File: src/design/lsb_first_bit_packer_unit_assert.svh
// Assertion macros shared by the bit packer modules.
`ifndef LSB_FIRST_BIT_PACKER_UNIT_ASSERT_SVH
`define LSB_FIRST_BIT_PACKER_UNIT_ASSERT_SVH

// The condition must hold at every clock edge outside reset.
`define LSBP_ASSERT_ALWAYS(lbl, cond) \
  lbl: assert property (@(posedge clk_i) disable iff (!rst_ni) (cond)) \
    else $error("lsbp: invariant violated");

// The consequent must hold in the cycle after the antecedent.
`define LSBP_ASSERT_NEXT(lbl, ante, cons) \
  lbl: assert property (@(posedge clk_i) disable iff (!rst_ni) (ante) |=> (cons)) \
    else $error("lsbp: sequence check failed");

`endif

File: src/design/lsbp_pkg.sv
// Types and constants of the LSB-first bit packer.
`timescale 1ns / 1ps
package lsbp_pkg;

  localparam int unsigned ACC_BITS  = 16;
  localparam int unsigned BYTE_BITS = 8;
  localparam int unsigned MAX_BYTES = 6;
  localparam int unsigned CNT_W     = $clog2(ACC_BITS + 1);
  localparam int unsigned NUM_W     = $clog2(MAX_BYTES + 1);

  typedef enum logic [1:0] {
    CMD_SEND   = 2'd0,
    CMD_FLUSH  = 2'd1,
    CMD_HEADER = 2'd2,
    CMD_RAW    = 2'd3
  } cmd_e;

  typedef struct packed {
    cmd_e        cmd;
    logic [15:0] code_value;
    logic [4:0]  code_length;
    logic [15:0] block_length;
    logic [7:0]  data_byte;
  } item_t;

  typedef struct packed {
    logic [NUM_W-1:0]               count;
    logic [MAX_BYTES*BYTE_BITS-1:0] bytes;
  } batch_t;

endpackage

File: src/design/lsbp_item_if.sv
// Valid/ready channel that carries one packer command item.
`timescale 1ns / 1ps
interface lsbp_item_if;
  logic        valid;
  logic        ready;
  logic [1:0]  cmd;
  logic [15:0] code_value;
  logic [4:0]  code_length;
  logic [15:0] block_length;
  logic [7:0]  data_byte;

  modport source (
    output valid, cmd, code_value, code_length, block_length, data_byte,
    input  ready
  );
  modport sink (
    input  valid, cmd, code_value, code_length, block_length, data_byte,
    output ready
  );
endinterface

File: src/design/lsbp_byte_if.sv
// Valid/ready channel that carries one output byte and its last flag.
`timescale 1ns / 1ps
interface lsbp_byte_if;
  logic       valid;
  logic       ready;
  logic [7:0] out_byte;
  logic       last;

  modport source (
    output valid, out_byte, last,
    input  ready
  );
  modport sink (
    input  valid, out_byte, last,
    output ready
  );
endinterface

File: src/design/lsbp_pack.sv
// Bit accumulator state and the byte batch that one command item produces.
`timescale 1ns / 1ps
`include "lsb_first_bit_packer_unit_assert.svh"
module lsbp_pack (
  input  logic            clk_i,
  input  logic            rst_ni,
  input  lsbp_pkg::item_t item_i,
  input  logic            take_i,
  output lsbp_pkg::batch_t batch_o
);
  import lsbp_pkg::*;

  logic [ACC_BITS-1:0]   acc_q, acc_d;
  logic [CNT_W-1:0]      cnt_q, cnt_d;
  logic [CNT_W-1:0]      len;
  logic [ACC_BITS:0]     mask;
  logic [ACC_BITS-1:0]   masked;
  logic [CNT_W:0]        sum;
  logic                  ovf;
  logic [2*ACC_BITS-1:0] merged;
  logic [1:0]            fcnt;
  logic [ACC_BITS-1:0]   fvec;
  logic [31:0]           ext;
  logic [NUM_W-1:0]      ecnt;
  logic [MAX_BYTES*BYTE_BITS-1:0] tail;

  always_comb begin
    len    = (item_i.code_length > CNT_W'(ACC_BITS)) ? CNT_W'(ACC_BITS) : item_i.code_length;
    mask   = ((ACC_BITS+1)'(1) << len) - (ACC_BITS+1)'(1);
    masked = item_i.code_value & mask[ACC_BITS-1:0];
    sum    = {1'b0, cnt_q} + {1'b0, len};
    ovf    = sum > (CNT_W+1)'(ACC_BITS);
    merged = {{ACC_BITS{1'b0}}, acc_q} | ({{ACC_BITS{1'b0}}, masked} << cnt_q);

    // Pending bits go out as one or two bytes ahead of any aligned bytes.
    if (cnt_q > CNT_W'(BYTE_BITS)) begin
      fcnt = 2'd2;
    end else if (cnt_q != '0) begin
      fcnt = 2'd1;
    end else begin
      fcnt = 2'd0;
    end
    fvec = acc_q;

    ext  = '0;
    ecnt = '0;
    case (item_i.cmd)
      CMD_HEADER: begin
        ext  = {~item_i.block_length, item_i.block_length};
        ecnt = NUM_W'(4);
      end
      CMD_RAW: begin
        ext  = {24'd0, item_i.data_byte};
        ecnt = NUM_W'(1);
      end
      default: begin
        ext  = '0;
        ecnt = '0;
      end
    endcase
    tail = ({16'd0, ext} << {fcnt, 3'b000}) | {32'd0, fvec};

    acc_d = acc_q;
    cnt_d = cnt_q;
    batch_o.count = '0;
    batch_o.bytes = tail;
    case (item_i.cmd)
      CMD_SEND: begin
        batch_o.bytes = {32'd0, merged[ACC_BITS-1:0]};
        if (ovf) begin
          batch_o.count = NUM_W'(2);
          acc_d = merged[2*ACC_BITS-1:ACC_BITS];
          cnt_d = CNT_W'(sum - (CNT_W+1)'(ACC_BITS));
        end else begin
          acc_d = merged[ACC_BITS-1:0];
          cnt_d = sum[CNT_W-1:0];
        end
      end
      CMD_FLUSH, CMD_HEADER, CMD_RAW: begin
        batch_o.count = {1'b0, fcnt} + ecnt;
        acc_d = '0;
        cnt_d = '0;
      end
      default: begin
        batch_o.count = '0;
      end
    endcase
  end

  always_ff @(posedge clk_i or negedge rst_ni) begin
    if (!rst_ni) begin
      acc_q <= '0;
      cnt_q <= '0;
    end else if (take_i) begin
      acc_q <= acc_d;
      cnt_q <= cnt_d;
    end
  end

  `LSBP_ASSERT_ALWAYS(a_cnt_range, cnt_q <= CNT_W'(ACC_BITS))
  `LSBP_ASSERT_ALWAYS(a_acc_clean, (cnt_q >= CNT_W'(ACC_BITS)) || ((acc_q >> cnt_q) == '0))
  `LSBP_ASSERT_NEXT(a_state_held, !take_i, $stable(acc_q) && $stable(cnt_q))

endmodule

File: src/design/lsb_first_bit_packer_unit.sv
// LSB-first bit packer: command items in, output bytes out, last byte of each item flagged.
// An item's bytes pass through the item, batch and output byte registers.
// Throughput: one item per cycle for items without bytes, else one byte per cycle while
// the output is ready; the next item is taken as the last byte of a batch pops.
// Reset clears the accumulator, the bit count and all valid flags; no clearing pass.
`timescale 1ns / 1ps
`include "lsb_first_bit_packer_unit_assert.svh"
module lsb_first_bit_packer_unit (
  input  logic        clk_i,
  input  logic        rst_ni,
  lsbp_item_if.sink   in_i,
  lsbp_byte_if.source out_o
);
  import lsbp_pkg::*;

  logic                           in_vld_q;
  item_t                          item_q;
  logic                           process;
  batch_t                         batch;
  logic [NUM_W-1:0]               bat_cnt_q;
  logic [MAX_BYTES*BYTE_BITS-1:0] bat_bytes_q;
  logic                           pop;
  logic                           bat_free;
  logic                           out_vld_q;
  logic [BYTE_BITS-1:0]           out_byte_q;
  logic                           out_last_q;
  logic                           out_free;

  assign out_free = !out_vld_q || out_o.ready;
  assign pop      = (bat_cnt_q != '0) && out_free;
  assign bat_free = (bat_cnt_q == '0) || ((bat_cnt_q == NUM_W'(1)) && pop);
  assign process  = in_vld_q && bat_free;
  assign in_i.ready = !in_vld_q || process;

  always_ff @(posedge clk_i or negedge rst_ni) begin
    if (!rst_ni) begin
      in_vld_q <= 1'b0;
    end else if (in_i.ready) begin
      in_vld_q <= in_i.valid;
    end
  end

  always_ff @(posedge clk_i) begin
    if (in_i.valid && in_i.ready) begin
      item_q.cmd          <= cmd_e'(in_i.cmd);
      item_q.code_value   <= in_i.code_value;
      item_q.code_length  <= in_i.code_length;
      item_q.block_length <= in_i.block_length;
      item_q.data_byte    <= in_i.data_byte;
    end
  end

  lsbp_pack u_pack (
    .clk_i   (clk_i),
    .rst_ni  (rst_ni),
    .item_i  (item_q),
    .take_i  (process),
    .batch_o (batch)
  );

  always_ff @(posedge clk_i or negedge rst_ni) begin
    if (!rst_ni) begin
      bat_cnt_q <= '0;
    end else if (process) begin
      bat_cnt_q <= batch.count;
    end else if (pop) begin
      bat_cnt_q <= bat_cnt_q - NUM_W'(1);
    end
  end

  always_ff @(posedge clk_i) begin
    if (process) begin
      bat_bytes_q <= batch.bytes;
    end else if (pop) begin
      bat_bytes_q <= bat_bytes_q >> BYTE_BITS;
    end
  end

  always_ff @(posedge clk_i or negedge rst_ni) begin
    if (!rst_ni) begin
      out_vld_q <= 1'b0;
    end else if (pop) begin
      out_vld_q <= 1'b1;
    end else if (out_o.ready) begin
      out_vld_q <= 1'b0;
    end
  end

  always_ff @(posedge clk_i) begin
    if (pop) begin
      out_byte_q <= bat_bytes_q[BYTE_BITS-1:0];
      out_last_q <= (bat_cnt_q == NUM_W'(1));
    end
  end

  assign out_o.valid    = out_vld_q;
  assign out_o.out_byte = out_byte_q;
  assign out_o.last     = out_last_q;

  `LSBP_ASSERT_NEXT(a_last_on_final, pop && (bat_cnt_q == NUM_W'(1)), out_vld_q && out_last_q)
  `LSBP_ASSERT_NEXT(a_no_early_last, pop && (bat_cnt_q > NUM_W'(1)), out_vld_q && !out_last_q)
  `LSBP_ASSERT_NEXT(a_item_held, in_vld_q && !process, in_vld_q)

endmodule
File: src/flat_wrapper.sv
// flat-port wrapper written by rule: the top's interface ports become plain ports
module lsb_first_bit_packer_unit_flat import lsbp_pkg::*;
  (clk_i, rst_ni, in_i_valid, in_i_cmd, in_i_code_value, in_i_code_length, in_i_block_length, in_i_data_byte, in_i_ready, out_o_valid, out_o_out_byte, out_o_last, out_o_ready);
  lsbp_item_if in_i_i ();
  lsbp_byte_if out_o_i ();
  input  logic clk_i;
  input  logic rst_ni;
  input wire logic [$bits(in_i_i.valid)-1:0] in_i_valid;
  input wire logic [$bits(in_i_i.cmd)-1:0] in_i_cmd;
  input wire logic [$bits(in_i_i.code_value)-1:0] in_i_code_value;
  input wire logic [$bits(in_i_i.code_length)-1:0] in_i_code_length;
  input wire logic [$bits(in_i_i.block_length)-1:0] in_i_block_length;
  input wire logic [$bits(in_i_i.data_byte)-1:0] in_i_data_byte;
  output wire logic [$bits(in_i_i.ready)-1:0] in_i_ready;
  output wire logic [$bits(out_o_i.valid)-1:0] out_o_valid;
  output wire logic [$bits(out_o_i.out_byte)-1:0] out_o_out_byte;
  output wire logic [$bits(out_o_i.last)-1:0] out_o_last;
  input wire logic [$bits(out_o_i.ready)-1:0] out_o_ready;
  assign in_i_i.valid = in_i_valid;
  assign in_i_i.cmd = in_i_cmd;
  assign in_i_i.code_value = in_i_code_value;
  assign in_i_i.code_length = in_i_code_length;
  assign in_i_i.block_length = in_i_block_length;
  assign in_i_i.data_byte = in_i_data_byte;
  assign in_i_ready = in_i_i.ready;
  assign out_o_valid = out_o_i.valid;
  assign out_o_out_byte = out_o_i.out_byte;
  assign out_o_last = out_o_i.last;
  assign out_o_i.ready = out_o_ready;
  lsb_first_bit_packer_unit u_core (.clk_i(clk_i), .rst_ni(rst_ni), .in_i(in_i_i), .out_o(out_o_i));
endmodule
File: config.mk
export PLATFORM = sky130hd
export DESIGN_NAME = lsb_first_bit_packer_unit_flat
export DESIGN_NICKNAME = d
export VERILOG_FILES = /design/src/design/lsbp_pkg.sv /design/src/design/lsbp_item_if.sv /design/src/design/lsbp_byte_if.sv /design/src/design/lsbp_pack.sv /design/src/design/lsb_first_bit_packer_unit.sv /design/src/flat_wrapper.sv
export VERILOG_INCLUDE_DIRS = /design/src /design/src/design
export SDC_FILE = /design/constraint.sdc
export NUM_CORES = 1
export LEC_CHECK = 0
export BUFFER_PORTS_ARGS = -buffer_cell sky130_fd_sc_hd__buf_2
export CORE_MARGIN = 4
export CORE_UTILIZATION = 42
export CTS_BUF_LIST = sky130_fd_sc_hd__clkbuf_16
export DETAILED_ROUTE_END_ITERATION = 8
export HOLD_SLACK_MARGIN = 0.03
export PLACE_DENSITY_LB_ADDON = 0.08
export SETUP_SLACK_MARGIN = 0.3
export SLEW_MARGIN = 20
export SYNTH_ARGS = -nofsm -noshare
export SYNTH_HDL_FRONTEND = slang
export SYNTH_SLANG_ARGS = --single-unit
File: constraint.sdc
create_clock -name clk_i -period 3.6 [get_ports clk_i]
set_clock_uncertainty 0.1 [all_clocks]
set_input_delay 0.72 -clock clk_i [delete_from_list [all_inputs] [get_ports clk_i]]
set_output_delay 0.72 -clock clk_i [all_outputs]
set_load 0.03 [all_outputs]
==> metrics.cfg <==
[yosys]
synthSimpleGateAreaFrac = 0.163
synth_top_area_cell = edfxtp_1
synth-async-reset-ratio = 0.200
synth_mux_area_frac = 0.0310
synth_most_common_cell = edfxtp_1
syn_inst = 786
yosysWarnings = 0
netlist_top_cells_count = 104 x edfxtp_1, 79 x nor2_1, 77 x nand2_1
synthAdderAreaFrac = 0.0169
synth.distinct_cells = 94
ys_seq_area_frac = 0.482
synth_edf_count = 104
synth_top_family_by_area = compound AO/OA/AOI/OAI gates
synth_top_area_share = 0.399
synth_compound_area_frac = 0.249
ys_seq_elements = 130
synth-xor-area-share = 0.00783
yosys-top-cells-area = edfxtp_1 40%, dfrtp_1 8.3%, nor2_1 3.8%
syn-num-nets = 847
synth-main-ff-cell = edfxtp_1
synth_area_mm2 = 0.00783
avgSynthCellArea_um2 = 9.96

[power]
p_int_mw = 5.56
combPwrFrac = 0.540
clkPwrFrac = 0.179
power.leakage_nw = 3.48
powerDensity_mw_per_mm2 = 1110
p_sw_frac = 0.455
p_sw_mw = 4.65
ir_worst_vdd_mv = 0.505
seqPwrFrac = 0.281

[clock_tree]
clk_pin_slew_ns = 0.07
cts_num_sinks = 130
cts_made_buffers = 17
ctsHtreeMaxLevel = 4
root_buffer = clkbuf_16
clk_latency_ns = 0.43
clock_path_buffers = 2
holdBufCountCts = 0
cts_tree = built

[die]
die_height_um = 145
dieWidth_um = 145
rows = 49
dieArea_mm2 = 0.0209
core_mm2 = 0.0181
initial_core_util = 0.431
io_pins = 62

[sta]
finalSetupTns_ns = 0
worstMarginPinSlew_ns = 0.911
min_period_over_period = 0.892
whs_ns = 0.236
max_freq_ghz = 0.311
hold_viol_final = 0
maxSlewHeadroom = 0.391
rsz0062_at_grt = true
setup_viol = 0
fin_crit_ns = 3.21
slew_viol_final = 0

[setup_path]
required_ns = 3.67
start_kind = flip-flop
slowest_stage = or4_1
end_kind = flip-flop
crit_chain = buf_4 > or4_1 > a41oi_1 > o22ai_1 > nor2_1 > mux2_2 > mux2i_1 > a221o_1
cp.arrival_ns = 3.29
worstPathMaxFanout = 8
crit_type = flip-flop to flip-flop
max_stage_delay_ns = 0.56

[global_route]
antenna_found_initial = 0
grt-ovfl-total = 0
grt_max_degree = 54
grt_pass1_vias = 6433
grt_pass1_wl_um = 38000
grtUsageTotal = 0.240

[detailed_routing]
drtIter0Drc = 709
detail-route-antenna-nets = 0
routed_wl_um = 24600
drc = 0
via_per_inst = 6.28
vias = 6825
first_pass_iters = 6
wl_per_cell_um = 22.7

[cells_and_area]
synthToLayoutAreaGrowth_pct = 17.1
drive_gt1_frac = 0.221
final_nets = 906
diodes = 0

[outcome]
outcome = finished, final reports clean

[placement]
hpwl_um = 17600
port_buffers = 61
routabilityCongestion = 0.952

[worst_hold_path]
hp-class = input port to asynchronous set/reset pin

[job]
maxCapViolations = 0

[power by group through the flow]
stage,combinational [mW],clock (mW),sequential (mW)
after global placement,5.12,0,2.87
final,5.52,1.82,2.87
after global routing,5.98,1.93,2.93
after detailed placement,5.18,0,2.88
after CTS,5.21,1.86,2.86
after floorplan,3.58,0,2.83
[cell families (layout without fill, tap and decap cells)]
logic type | Yosys count | in the layout
buf+inv | 81 | 153
compound gates | 272 | 272
simple gates | 264 | 264
fa+ha+maj | 10 | 10
mux | 22 | 22
flops | 130 | 130
xor+xnor | 7 | 7
[layout make-up]
type,count,area [um2]
Tap cell,229,287
Inverter,15,56.3
Sequential cell,130,3770
Clock buffer,17,425
Clock inverter,15,190
Fill cell,1658,8980
Multi-Input combinational cell,575,3770
Timing Repair Buffer,106,668
[worst paths after layout]
check,start,to,slack [ns],cells past startpoint
setup / recovery,u_core.item_q[24]$_DFFE_PP_,u_core.bat_bytes_q[12]$_DFFE_PP_,0.39,8
hold / removal,rst_ni,u_core.u_pack.cnt_q[1]$_DFFE_PN0P_,0.24,1
setup reg to reg,u_core.item_q[24]$_DFFE_PP_,u_core.bat_bytes_q[12]$_DFFE_PP_,0.39,8
hold reg to reg,u_core.bat_bytes_q[5]$_DFFE_PP_,u_core.out_o.out_byte[5]$_DFFE_PP_,0.32,0
max in group asynchronous,rst_ni,u_core.u_pack.acc_q[14]$_DFFE_PN0P_,2.68,1
min in group clk_i,u_core.bat_bytes_q[5]$_DFFE_PP_,u_core.out_o.out_byte[5]$_DFFE_PP_,0.32,0
[layout by cell type (no fill, tap or decap), types with 11 or more instances in the layout]
master	netlist	layout
nand3_1	24	23
dfrtp_1	26	26
inv_1	13	12
o21ai_0	49	49
a31oi_1	19	18
a21o_1	11	11
nand2b_1	12	12
nor3_1	15	15
edfxtp_1	104	104
buf_4	6	43
clkbuf_16	0	17
nand2_1	77	77
o221ai_1	12	12
o22ai_1	21	20
a21oi_1	40	38
o211ai_1	15	15
mux2i_1	13	12
nor2_1	79	77
buf_2	11	61
[critical path: cells and delay by family (launching register included)]
family / cells / cell delay, ns
AOI/OAI and AO/OA: 3 / 0.94
muxes: 2 / 0.37
and+or+nand+nor: 2 / 0.77
DFF: 1 / 0.54
buffers and inverters: 1 / 0.24
[through the flow]
stage	cells	cell area, um2	setup WS, ns	total power, mW	utilization
after floorplan	786	7830	0.442	6.41	-
after global placement	1049	8400	0.294	7.99	0.463
after detailed placement	1049	8400	0.209	8.06	0.463
after CTS	1081	9020	0.291	9.93	0.497
after global routing	1087	9170	0.230	10.8	0.505
final	1087	9170	0.388	10.2	0.505
[flip-flops by register name, indices dropped and copies added, names as in the netlist]
name,flops
u_core.bat_bytes_q,48
u_core.item_q,47
u_core.u_pack.acc_q,16
u_core.out_o.out_byte,8
u_core.u_pack.cnt_q,5
u_core.bat_cnt_q,3
u_core.in_vld_q,1
u_core.out_o.last,1
u_core.out_o.valid,1
[routing by layer]
layer / vias to the layer above / GRT usage / share of wire
li1: 3154 / - / -
met1: 3342 / 0.354 / 0.47
met2: 298 / 0.349 / 0.44
met3: 31 / 0.0668 / 0.082
met4: 0 / 0.0614 / 0.015
met5: - / 0 / 0
[what timing repair did]
action                     4_1_cts  5_1_grt
setup endpoints to repair        6       30
resized for setup                3       18
buffers inserted                 0        6
pin swaps                        0        4
Power figures use the tool's default switching activity.
